`src/sv/mfb_pkg.sv`:
```
`default_nettype none
package mfb_pkg;
	localparam int DisplayWidthDef = 128;
	localparam int DisplayPagesDef = 8;

	typedef enum logic [2:0] {
		CMD_CLEAR = 3'd0,
		CMD_PIXEL = 3'd1,
		CMD_LINE  = 3'd2,
		CMD_CIRC  = 3'd3,
		CMD_RECT  = 3'd4,
		CMD_READ  = 3'd5,
		CMD_NOP6  = 3'd6,
		CMD_NOP7  = 3'd7
	} cmd_t;

	typedef struct packed {
		logic [2:0] command;
		logic [7:0] x0;
		logic [7:0] y0;
		logic [7:0] x1;
		logic [7:0] y1;
		logic [7:0] radius;
		logic [7:0] width;
		logic [7:0] height;
		logic       color;
		logic [2:0] read_page;
		logic [6:0] read_column;
	} cmd_item_t;

	typedef struct packed {
		logic [7:0] read_data;
		logic       is_read;
	} res_item_t;
endpackage
`default_nettype wire

```
`src/sv/mfb_if.sv`:
```
`default_nettype none
interface mfb_cmd_if import mfb_pkg::*; ();
	logic      valid;
	logic      ready;
	cmd_item_t data;
	modport source (output valid, output data, input ready);
	modport sink (input valid, input data, output ready);
endinterface

`default_nettype wire

```
`src/sv/mfb_front.sv`:
```
`default_nettype none
// Accept items into a two-entry queue; the back end pops one at a time.
module mfb_front import mfb_pkg::*; (
	input  wire logic      clk,
	input  wire logic      arst_n,
	mfb_cmd_if.sink        cmd,
	output logic           q_valid,
	output cmd_item_t      q_item,
	input  wire logic      q_pop
);
	cmd_item_t  buf_q [2];
	logic       rd_q, wr_q;
	logic [1:0] cnt_q;
	logic       push;

	assign cmd.ready = (cnt_q != 2'd2);
	assign push      = cmd.valid && cmd.ready;
	assign q_valid   = (cnt_q != 2'd0);
	assign q_item    = buf_q[rd_q];

	always_ff @(posedge clk) begin
		if (push) buf_q[wr_q] <= cmd.data;
	end

	always_ff @(posedge clk or negedge arst_n) begin
		if (!arst_n) begin
			rd_q  <= 1'b0;
			wr_q  <= 1'b0;
			cnt_q <= 2'd0;
		end else begin
			if (push) wr_q <= ~wr_q;
			if (q_pop) rd_q <= ~rd_q;
			cnt_q <= cnt_q + {1'b0, push} - {1'b0, q_pop};
		end
	end
endmodule
`default_nettype wire

```
`src/flat_wrapper.sv`:
```
// flat-port wrapper written by rule: the top's interface ports become plain ports
module mfb_front_flat import mfb_pkg::*;
  (clk, arst_n, q_valid, q_item, q_pop, cmd_valid, cmd_data, cmd_ready);
  mfb_cmd_if cmd_i ();
  input  wire logic clk;
  input  wire logic arst_n;
  output logic q_valid;
  output cmd_item_t q_item;
  input  wire logic q_pop;
  input wire logic [$bits(cmd_i.valid)-1:0] cmd_valid;
  input wire logic [$bits(cmd_i.data)-1:0] cmd_data;
  output wire logic [$bits(cmd_i.ready)-1:0] cmd_ready;
  assign cmd_i.valid = cmd_valid;
  assign cmd_i.data = cmd_data;
  assign cmd_ready = cmd_i.ready;
  mfb_front u_core (.clk(clk), .arst_n(arst_n), .cmd(cmd_i), .q_valid(q_valid), .q_item(q_item), .q_pop(q_pop));
endmodule
```
`config.mk`:
```
export PLATFORM = sky130hd
export DESIGN_NAME = mfb_front_flat
export DESIGN_NICKNAME = d
export VERILOG_FILES = /design/src/sv/mfb_pkg.sv /design/src/sv/mfb_if.sv /design/src/sv/mfb_front.sv /design/src/flat_wrapper.sv
export SDC_FILE = /design/constraint.sdc
export NUM_CORES = 1
export LEC_CHECK = 0
export ABC_CLOCK_PERIOD_IN_PS = 6800
export BUFFER_PORTS_ARGS = -buffer_cell sky130_fd_sc_hd__clkbuf_2
export CORE_UTILIZATION = 55
export CTS_CLUSTER_SIZE = 40
export DETAILED_ROUTE_END_ITERATION = 6
export PLACE_DENSITY = 0.94
export SLEW_MARGIN = 5
export SYNTH_ARGS = -nofsm -noshare
export SYNTH_HDL_FRONTEND = slang
export SYNTH_SLANG_ARGS = --single-unit
```
`constraint.sdc`:
```
create_clock -name clk -period 6.8 [get_ports clk]
set_clock_uncertainty 0.1 [all_clocks]
set_input_delay 0.68 -clock clk [delete_from_list [all_inputs] [get_ports clk]]
set_output_delay 0.68 -clock clk [all_outputs]
set_load 0.1 [all_outputs]
```
==> metrics.csv, run 1 <==
stage,metric,value,unit
outcome,outcome,"complete, no violations",
placement,port bufs,145,
timing,Pins Over Slew Limit,0,
global_route,GRT Residual Overflow,0,
yosys,Yosys top cell by area,edfxtp_1,
hold_path,Cells on Worst Hold Path,1,
timing,post-route clock period utilization,0.5169,
clocking,CTS clock-pin slew for the worst setup and hold paths,60,ps
placement,dpl hpwl,5.919,mm
clocking,htree depth,4,
final_layout,layout cell share with drive strength beyond 1,0.6108,
yosys,Yosys Warn Count,0,
timing,FMAX,284.5,MHz
global_route,total track usage,0.1774,
yosys,Avg Inst Size Synth,23.73,µm²
final_layout,Layout area overhead,24.87,%
floorplanning,Die Span Y,102.9,µm
setup_path,worst endpoint required time,6020,ps
floorplanning,Site Rows,36,
timing,final hold violation count,0,
setup_path,slowest cell on the critical path,buf_4,
hold_path,Worst Hold Endpoint,u_core.buf_q[0][23]$_DFFE_PP_,
clocking,total CTS buffers,17,
setup_path,cell depth of the worst flop-to-flop path,4,
route,via count,2678,
yosys,sequential area share after synthesis,0.7685,
setup_path,reg2reg setup slack,4220,ps
setup_path,FF-to-FF Start,u_core.cnt_q[1]$_DFF_PN0_,
global_route,global-route wire length before repair,12.99,mm
final_layout,filler instances,647,
timing,worst hold slack,267.6,ps
setup_path,crit path DAT,2730,ps
clocking,CTS root buffer,clkbuf_8,
clocking,Clock Tree Buf Depth,2,
run,max-cap viol count,0,
floorplanning,IO Pins,146,
final_layout,# diodes,0,
route,Post-route DRC,0,
route,1st-iter DRT viols,50,
yosys,Post-Syn Area,5600,µm²
route,TritonRoute pass-1 iters,4,
hold_path,startpoint of the worst hold path,cmd_data[23],
timing,RSZ-0062 raised after global routing,no,
final_layout,Multi-input gate area,1154,µm²
route,vias per inst,4.968,
clocking,later-pin clock latency in the skew report,500,ps
floorplanning,Die Wd,102.9,µm
setup_path,critical setup path kind,flop to output port,
clocking,TritonCTS clock tree,built,
yosys,library cells used by synthesis,17,
yosys,top cell type's share of synthesized area,0.7507,
global_route,pin count of the biggest net entering global routing,71,
setup_path,worst path cell trace,"buf_4, mux2_4, clkbuf_2",
final_layout,Reg area,4308,µm²
global_route,vias in the first global route,2684,
timing,max_slew headroom,0.2573,
floorplanning,core area,9819,µm²
setup_path,CP Max Fanout,61,
timing,Total Neg Setup Slack,0,ps
clocking,postcts setup bufs,0,
placement,Final GP Congestion,0.6941,
setup_path,Max stage delay on crit path,850,ps
hold_path,min-delay worst type,input port to flop,
global_route,initial antenna violation count,0,
yosys,syn nets,311,
setup_path,FF-to-FF End,u_core.buf_q[0][30]$_DFFE_PP_,
route,DRT Wirelength,9.142,mm
setup_path,Worst Setup End Kind,output port,
floorplanning,Initial Utilization,0.5703,
yosys,"top cells by area, synth","edfxtp_1 (75%), mux2_4 (18%), buf_12 (2.5%), dfrtp_1 (1.8%), xnor2_1 (0.31%)",
route,DRT antenna net count,0,
timing,Tmin final,3515,ps
timing,Worst-Margin Slew,1114,ps
yosys,Yosys reg bits,144,
setup_path,Setup crit start kind,flop,
route,Wirelength per Cell,16.96,µm
clocking,# clock sinks,144,
timing,final setup fails,0,
floorplanning,Die Area,10590,µm²
yosys,Mapped Cells,236,
final_layout,Nets,470,
==> sequential cells by signal, summed over array words and instances (netlist names) <==
| name | flops |
|---|---|
| u_core.buf_q | 140 |
| u_core.cnt_q | 2 |
| u_core.rd_q | 1 |
| u_core.wr_q | 1 |
==> per-stage QoR <==
| stage | area (µm²) | setup WS, ps | instances | utilization |
|---|---|---|---|---|
| floorplan | 5600 | 1802 | 236 | - |
| global placement | 6372 | 3819 | 508 | 0.6490 |
| detailed placement | 6372 | 3805 | 508 | 0.6490 |
| CTS | 6993 | 3249 | 539 | 0.7122 |
| global route | 6993 | 3171 | 539 | 0.7122 |
| finish | 6993 | 3285 | 539 | 0.7122 |
==> worst max-delay path: cells and delay by family, from the launching register on <==
| family | cells | cell delay (ps) |
|---|---|---|
| muxes | 1 | 310 |
| DFF | 1 | 530 |
| buffers and inverters | 2 | 1300 |
==> what timing repair did <==
action | in CTS | in global routing
hold endpoints to repair | 4 | 0
gates resized for setup | 0 | 0
hold buffers | 1 | 0
==> metal layers <==
layer / global-route usage / vias to the layer above / routed length, µm
met5: 0 / - / 0
met4: 0.08126 / 0 / 104
li1: - / 1252 / -
met2: 0.3210 / 97 / 5012
met1: 0.1892 / 1318 / 3576
met3: 0.05559 / 11 / 449
==> area by class of cell <==
| class | count | area share |
|---|---|---|
| sequential | 144 | 0.6160 |
| multi-input combinational | 83 | 0.1650 |
| timing repair buffer | 148 | 0.1074 |
| clock buffer | 18 | 0.05976 |
| clock inverter | 12 | 0.02755 |
| tap | 133 | 0.02380 |
| inverter | 1 | 0.0005368 |
==> synthesized netlist by cell type (all sizes together) <==
cell    count
buf         8
xnor2       2
ha          1
edfxtp    140
and3        1
or2         1
xor2        2
inv         1
mux2i       1
nand2b      1
dfrtp       4
nor2        1
mux2       70
nor2b       1
nand2       2
==> worst max path at each step <==
stage,from,end,slack [ps],cells past startpoint
3_5_place_dp,u_core.rd_q$_DFFE_PN0P_,q_item[16],3810,3
5_1_grt,u_core.rd_q$_DFFE_PN0P_,q_item[0],3170,3
6_report,u_core.rd_q$_DFFE_PN0P_,q_item[49],3290,3
2_1_floorplan,u_core.cnt_q[0]$_DFF_PN0_,u_core.buf_q[0][0]$_DFFE_PP_,1800,3
4_1_cts,u_core.rd_q$_DFFE_PN0P_,q_item[16],3250,3
3_3_place_gp,u_core.rd_q$_DFFE_PN0P_,q_item[54],3820,3
==> cell usage in the layout, fill, tap and decap left out, drive strengths merged <==
cell type    instances
bufinv               5
mux2i                1
xnor2                2
clkinvlp             1
nand2b               1
dfrtp                4
ha                   1
buf                  2
nor2b                1
clkbuf             163
or2                  1
mux2                70
inv                  1
nor2                 1
xor2                 2
clkinv               6
dlygate4sd3          1
edfxtp             140
and3                 1
nand2                2
==> cells by family after synthesis <==
family | Yosys count | synth area share
buffers and inverters | 9 | 0.02770
DFF | 144 | 0.7685
adders and majority gates | 1 | 0.002234
and+or+nand+nor | 7 | 0.006482
xor gates and xnor gates | 4 | 0.006257
muxes | 71 | 0.1888
Power of run 1 is not shown: default switching activity piles up to over one toggle a cycle in this logic, so the estimate is an artifact.
==> run 2, diff against run 1 <==
ABC_CLOCK_PERIOD_IN_PS = 3050   (was 6800)
CORE_UTILIZATION = 47   (was 55)
PLACE_DENSITY = 0.86   (was 0.94)
clock period = 3.05 ns   (was 6.8 ns; I/O delays follow)
==> run 2 against run 1 <==
Effect of this change: the flow now finishes with violations (design-rule violations); global-route usage shrank 0.35 points; die area grew 17%; routed wire length grew 12%; count of clock-buffer cells in the layout is the same; non-clock buffer count grew 72; critical path type unchanged; largest cell class unchanged.
==> metrics.csv, run 2 (synthesis results as in run 1) <==
stage,metric,value,unit,change
route,1st-iter DRT viols,162,,+220%
clocking,CTS clock-pin slew for the worst setup and hold paths,60,ps,about the same
global_route,pin count of the biggest net entering global routing,71,,unchanged
clocking,later-pin clock latency in the skew report,410,ps,-90 ps
clocking,# clock sinks,144,,unchanged
final_layout,most frequent cells in the layout,"clkbuf_2 (145), edfxtp_1 (140), dlygate4sd3_1 (71)",,
route,vias per inst,4.748,,-4.4%
final_layout,Reg area,4308,µm²,unchanged
clocking,TritonCTS clock tree,built,,
setup_path,Setup crit start kind,flop,,
timing,max_slew headroom,0.3617,,+0.1044
clocking,htree depth,4,,unchanged
final_layout,Multi-input gate area,1156,µm²,+0.22%
setup_path,crit path DAT,2150,ps,-580 ps
clocking,CTS root buffer,clkbuf_16,,
route,Post-route DRC,22,,+22
final_layout,Nets,542,,+15%
route,via count,2958,,+10%
final_layout,layout cell share with drive strength beyond 1,0.5292,,-0.08167
timing,FMAX,391.7,MHz,
timing,Worst-Margin Slew,957.4,ps,-156.6 ps
floorplanning,Die Span Y,111.2,µm,+8.0%
clocking,Clock Tree Buf Depth,2,,unchanged
final_layout,Layout area overhead,38.29,%,
final_layout,max FFs per register,140,,unchanged
placement,Final GP Congestion,0.6774,,-2.4%
floorplanning,Die Wd,111.2,µm,+8.0%
final_layout,Largest Register,u_core.buf_q,,
floorplanning,Site Rows,39,,+8.3%
setup_path,worst endpoint required time,2640,ps,-3380 ps
global_route,vias in the first global route,3230,,+20%
clocking,total CTS buffers,17,,unchanged
setup_path,Crit. Startpoint,u_core.rd_q$_DFFE_PN0P_,,
timing,final setup fails,0,,unchanged
hold_path,startpoint of the worst hold path,q_pop,,
hold_path,min-delay worst type,input port to flop,,
clocking,CTS resizes,0,,unchanged
global_route,GRT Residual Overflow,0,,unchanged
timing,Total Neg Setup Slack,0,ps,unchanged
global_route,global-route wire length before repair,15.66,mm,+21%
outcome,violations in the final reports,design-rule violations,,
timing,RSZ-0062 raised after global routing,no,,
floorplanning,Initial Utilization,0.4863,,-0.08403
floorplanning,IO Pins,146,,unchanged
timing,final hold violation count,0,,unchanged
setup_path,CP Max Fanout,24,,-61%
timing,Tmin final,2553,ps,
global_route,initial antenna violation count,0,,unchanged
placement,dpl hpwl,6.152,mm,+3.9%
route,DRT antenna net count,0,,unchanged
route,Wirelength per Cell,16.42,µm,-3.2%
placement,port bufs,145,,unchanged
setup_path,FF-to-FF Start,u_core.cnt_q[0]$_DFF_PN0_,,
route,TritonRoute pass-1 iters,6,,+2
run,max-cap viol count,0,,unchanged
timing,Pins Over Slew Limit,0,,unchanged
global_route,total track usage,0.1738,,-0.003539
final_layout,# diodes,0,,unchanged
timing,post-route clock period utilization,0.8371,,
setup_path,Worst Setup End Kind,output port,,
final_layout,filler instances,768,,+19%
outcome,outcome,finished with violations,,
floorplanning,Die Area,12360,µm²,+17%
route,DRT Wirelength,10.23,mm,+12%
final_layout,"most common cell after layout, fill and taps aside",clkbuf_2,,
setup_path,critical setup path kind,flop to output port,,
final_layout,Regs by FF count,"u_core.buf_q x140, u_core.cnt_q x2",,
floorplanning,core area,11520,µm²,+17%
run 2: cell types whose count changed in the layout (fill, tap and decap cells not counted), sizes merged:
cell / delta
buf: +2
dlygate4sd3: +70
clkinvlp: +3
inv: +1
clkinv: -1
bufinv: -1
run 2: worst paths after layout:
check / cells past startpoint / slack (ps) / end
setup / recovery: 3 / 500 / q_item[15]
hold / removal: 2 / 20 / u_core.rd_q$_DFFE_PN0P_
setup reg to reg: 2 / 1160 / u_core.buf_q[1][54]$_DFFE_PP_
hold reg to reg: 1 / 480 / u_core.wr_q$_DFFE_PN0P_
max in group asynchronous: 2 / 2520 / u_core.rd_q$_DFFE_PN0P_
min in group asynchronous: 2 / 170 / u_core.cnt_q[1]$_DFF_PN0_
run 2: layout make-up:
class / instances / area share
sequential: 144 / 0.5562
multi-input combinational: 83 / 0.1493
clock inverter: 14 / 0.02456
inverter: 1 / 0.0004847
tap: 143 / 0.02310
timing repair buffer: 220 / 0.1910
clock buffer: 18 / 0.05541
run 2: critical path: stages, from the launching register on:
cell	delay [ps]
dfrtp_4	540
buf_4	440
mux2_4	350
clkbuf_2	370
run 2: timing repair:
action	in CTS	in global routing
buffers inserted	0	0
hold buffers	71	0
endpoints found under the hold margin	144	0
run 2: metrics by stage:
stage                     worst slack [ps]  utilization  cells  cell area [µm²]  hold WS [ps]
after global routing                 433.3       0.6725    623             7745         15.28
after detailed placement             933.4       0.5570    520             6415         33.68
final                                496.9       0.6725    623             7745         24.32
after global placement               965.7       0.5570    520             6415         33.47
after floorplan                      356.3            -    236             5612        -90.59
after CTS                            486.2       0.6725    623             7745         9.991
run 2: routing by layer:
| layer | track usage | vias to the layer above | part of all wire |
|---|---|---|---|
| met5 | 0 | - | 0 |
| met2 | 0.3104 | 113 | 0.52 |
| met1 | 0.1808 | 1424 | 0.39 |
| met3 | 0.05686 | 26 | 0.055 |
| li1 | - | 1395 | - |
| met4 | 0.09189 | 0 | 0.027 |
Power of run 2 is left out for the same reason.
==> run 3, diff against run 2 <==
ABC_CLOCK_PERIOD_IN_PS = 2100   (was 3050)
clock period = 2.1 ns   (was 3.05 ns; I/O delays follow)
==> run 3 against run 2 <==
Effect of this change: die area unchanged; non-clock buffer count up 6; cell count up 0.64%; worst hold slack better by 19 ps; critical path depth unchanged; first-iteration DRC count down 30%; routed wire length up 7.6%; core utilization up 6.9 points; critical endpoint is now q_item[60]; sequential share of layout area down 5.2 points; the run still ends with design-rule violations left; register-to-register slack worse by 700 ps; setup slack worse by 440 ps; flip-flop and latch count unchanged.
==> metrics.csv, run 3 (synthesis results as in run 1) <==
stage,metric,value,unit,change
outcome,outcome,finished with violations,,
outcome,violations in the final reports,design-rule violations,,
route,Wirelength per Cell,17.56,µm,+6.9%
timing,max_slew headroom,0.6300,,+0.2683
global_route,total track usage,0.1854,,+0.01162
route,DRT Wirelength,11.01,mm,+7.6%
route,1st-iter DRT viols,114,,-30%
route,DRT antenna net count,0,,unchanged
final_layout,# diodes,0,,unchanged
global_route,pin count of the biggest net entering global routing,53,,-25%
setup_path,critical setup path kind,flop to output port,,
placement,Placed Cells incl. Taps,523,,+0.58%
hold_path,min-delay worst type,input port to flop,,
final_layout,layout cell share with drive strength beyond 1,0.5310,,+0.001825
setup_path,cell depth of the worst flop-to-flop path,3,,+1
final_layout,Nets,548,,+1.1%
clocking,Clock Tree Buf Depth,2,,unchanged
route,via count,2984,,+0.88%
setup_path,FF-to-FF End,u_core.buf_q[1][68]$_DFFE_PP_,,
clocking,# clock sinks,144,,unchanged
timing,RSZ-0062 raised after global routing,no,,
route,TritonRoute pass-1 iters,6,,unchanged
route,vias per inst,4.759,,+0.24%
setup_path,CP Max Fanout,23,,-4.2%
global_route,vias in the first global route,3248,,+0.56%
floorplanning,Initial Utilization,0.4863,,unchanged
final_layout,Finished Layout Cells,627,,+0.64%
placement,dpl hpwl,6.538,mm,+6.3%
timing,Pins Over Slew Limit,0,,unchanged
clocking,htree depth,4,,unchanged
clocking,later-pin clock latency in the skew report,400,ps,about the same
timing,worst hold slack,42.83,ps,+18.51 ps
timing,Tmin final,2046,ps,
timing,final hold violation count,0,,unchanged
floorplanning,Die Area,12360,µm²,unchanged
placement,Final GP Congestion,0.6859,,+1.3%
clocking,CTS root buffer,clkbuf_16,,
hold_path,Cells on Worst Hold Path,3,,+1
floorplanning,Die Wd,111.2,µm,unchanged
floorplanning,IO Pins,146,,unchanged
global_route,global-route wire length before repair,16.99,mm,+8.5%
final_layout,Regs by FF count,"u_core.buf_q x140, u_core.cnt_q x2",,
setup_path,FF-to-FF Start,u_core.cnt_q[0]$_DFF_PN0_,,
clocking,total CTS buffers,17,,unchanged
floorplanning,Die Span Y,111.2,µm,unchanged
global_route,GRT Residual Overflow,0,,unchanged
hold_path,startpoint of the worst hold path,cmd_valid,,
timing,post-route clock period utilization,0.9744,,
clocking,CTS clock-pin slew for the worst setup and hold paths,60,ps,about the same
run,max-cap viol count,0,,unchanged
clocking,TritonCTS clock tree,built,,
final_layout,Layout area overhead,52.46,%,
final_layout,most frequent cells in the layout,"edfxtp_1 (140), clkbuf_2 (77), dlygate4sd3_1 (72)",,
setup_path,Setup crit start kind,flop,,
global_route,initial antenna violation count,0,,unchanged
setup_path,worst endpoint required time,1790,ps,-850 ps
final_layout,max FFs per register,140,,unchanged
route,Post-route DRC,18,,-18%
setup_path,crit path DAT,1740,ps,-410 ps
timing,Worst-Margin Slew,557.4,ps,-400.1 ps
placement,port bufs,145,,unchanged
timing,FMAX,488.7,MHz,
setup_path,reg2reg setup slack,460,ps,-700 ps
hold_path,Worst Hold Endpoint,u_core.wr_q$_DFFE_PN0P_,,
final_layout,Largest Register,u_core.buf_q,,
timing,final setup fails,0,,unchanged
final_layout,"most common cell after layout, fill and taps aside",edfxtp_1,,
floorplanning,core area,11520,µm²,unchanged
final_layout,filler instances,647,,-16%
floorplanning,Site Rows,39,,unchanged
setup_path,Worst Setup End Kind,output port,,
## run 3: cell count changes in the layout (fill, tap and decap cells not counted), moves of 2 or more
cell | previous run | this run
clkbuf_2 | 145 | 77
buf_12 | 1 | 49
buf_4 | 3 | 21
clkbuf_8 | 0 | 4
bufinv_16 | 4 | 2
clkbuf_4 | 0 | 2
clkinv_2 | 2 | 4
clkinvlp_4 | 4 | 2
## run 3: per-layer routing
metal	wire, µm	up-vias	global-route usage
met3	466	9	0.05030
met5	0	-	0
met4	100	0	0.05315
met2	6037	92	0.3438
met1	4403	1477	0.2074
li1	-	1406	-
## run 3: layout make-up
| cell class | count | area [µm²] | area share |
|---|---|---|---|
| clock buffers | 18 | 429.2 | 0.05026 |
| inverters | 1 | 3.754 | 0.0004396 |
| flip-flops and latches | 144 | 4308 | 0.5045 |
| clock inverters | 12 | 120.1 | 0.01407 |
| well taps | 143 | 178.9 | 0.02096 |
| multi-input cells | 83 | 1169 | 0.1369 |
| repair buffers | 226 | 2330 | 0.2729 |
## run 3: worst max path at each step
stage / from / to / slack [ps]
after CTS: u_core.rd_q$_DFFE_PN0P_ / q_item[29] / 0.5
after detailed placement: u_core.rd_q$_DFFE_PN0P_ / q_item[51] / 300
after global routing: u_core.rd_q$_DFFE_PN0P_ / q_item[60] / 3
after global placement: u_core.rd_q$_DFFE_PN0P_ / q_item[51] / 320
final: u_core.rd_q$_DFFE_PN0P_ / q_item[60] / 50
after floorplan: u_core.cnt_q[1]$_DFF_PN0_ / u_core.buf_q[0][0]$_DFFE_PP_ / -280
## run 3: per-stage QoR
stage	instance area [µm²]	util	setup TNS (ps)	setup WS, ps
finish	8538	0.7414	0	53.69
detailed placement	7146	0.6205	0	301.6
global placement	7146	0.6205	0	318.2
CTS	8534	0.7411	0	0.5167
global route	8538	0.7414	0	3.375
floorplan	5624	-	-27720	-280.2
## run 3: what timing repair did
action	4_1_cts	5_1_grt
gates resized for setup	30	20
hold endpoints to repair	145	0
pin swaps	0	0
endpoints found under the setup margin	42	22
hold buffers	72	0
buffers inserted	2	0
## run 3: worst max-delay path, stage by stage (launching register included)
cell and delay (ps):
dfrtp_4 520, buf_12 230, mux2_4 320, buf_4 230
Power of run 3 is left out for the same reason.
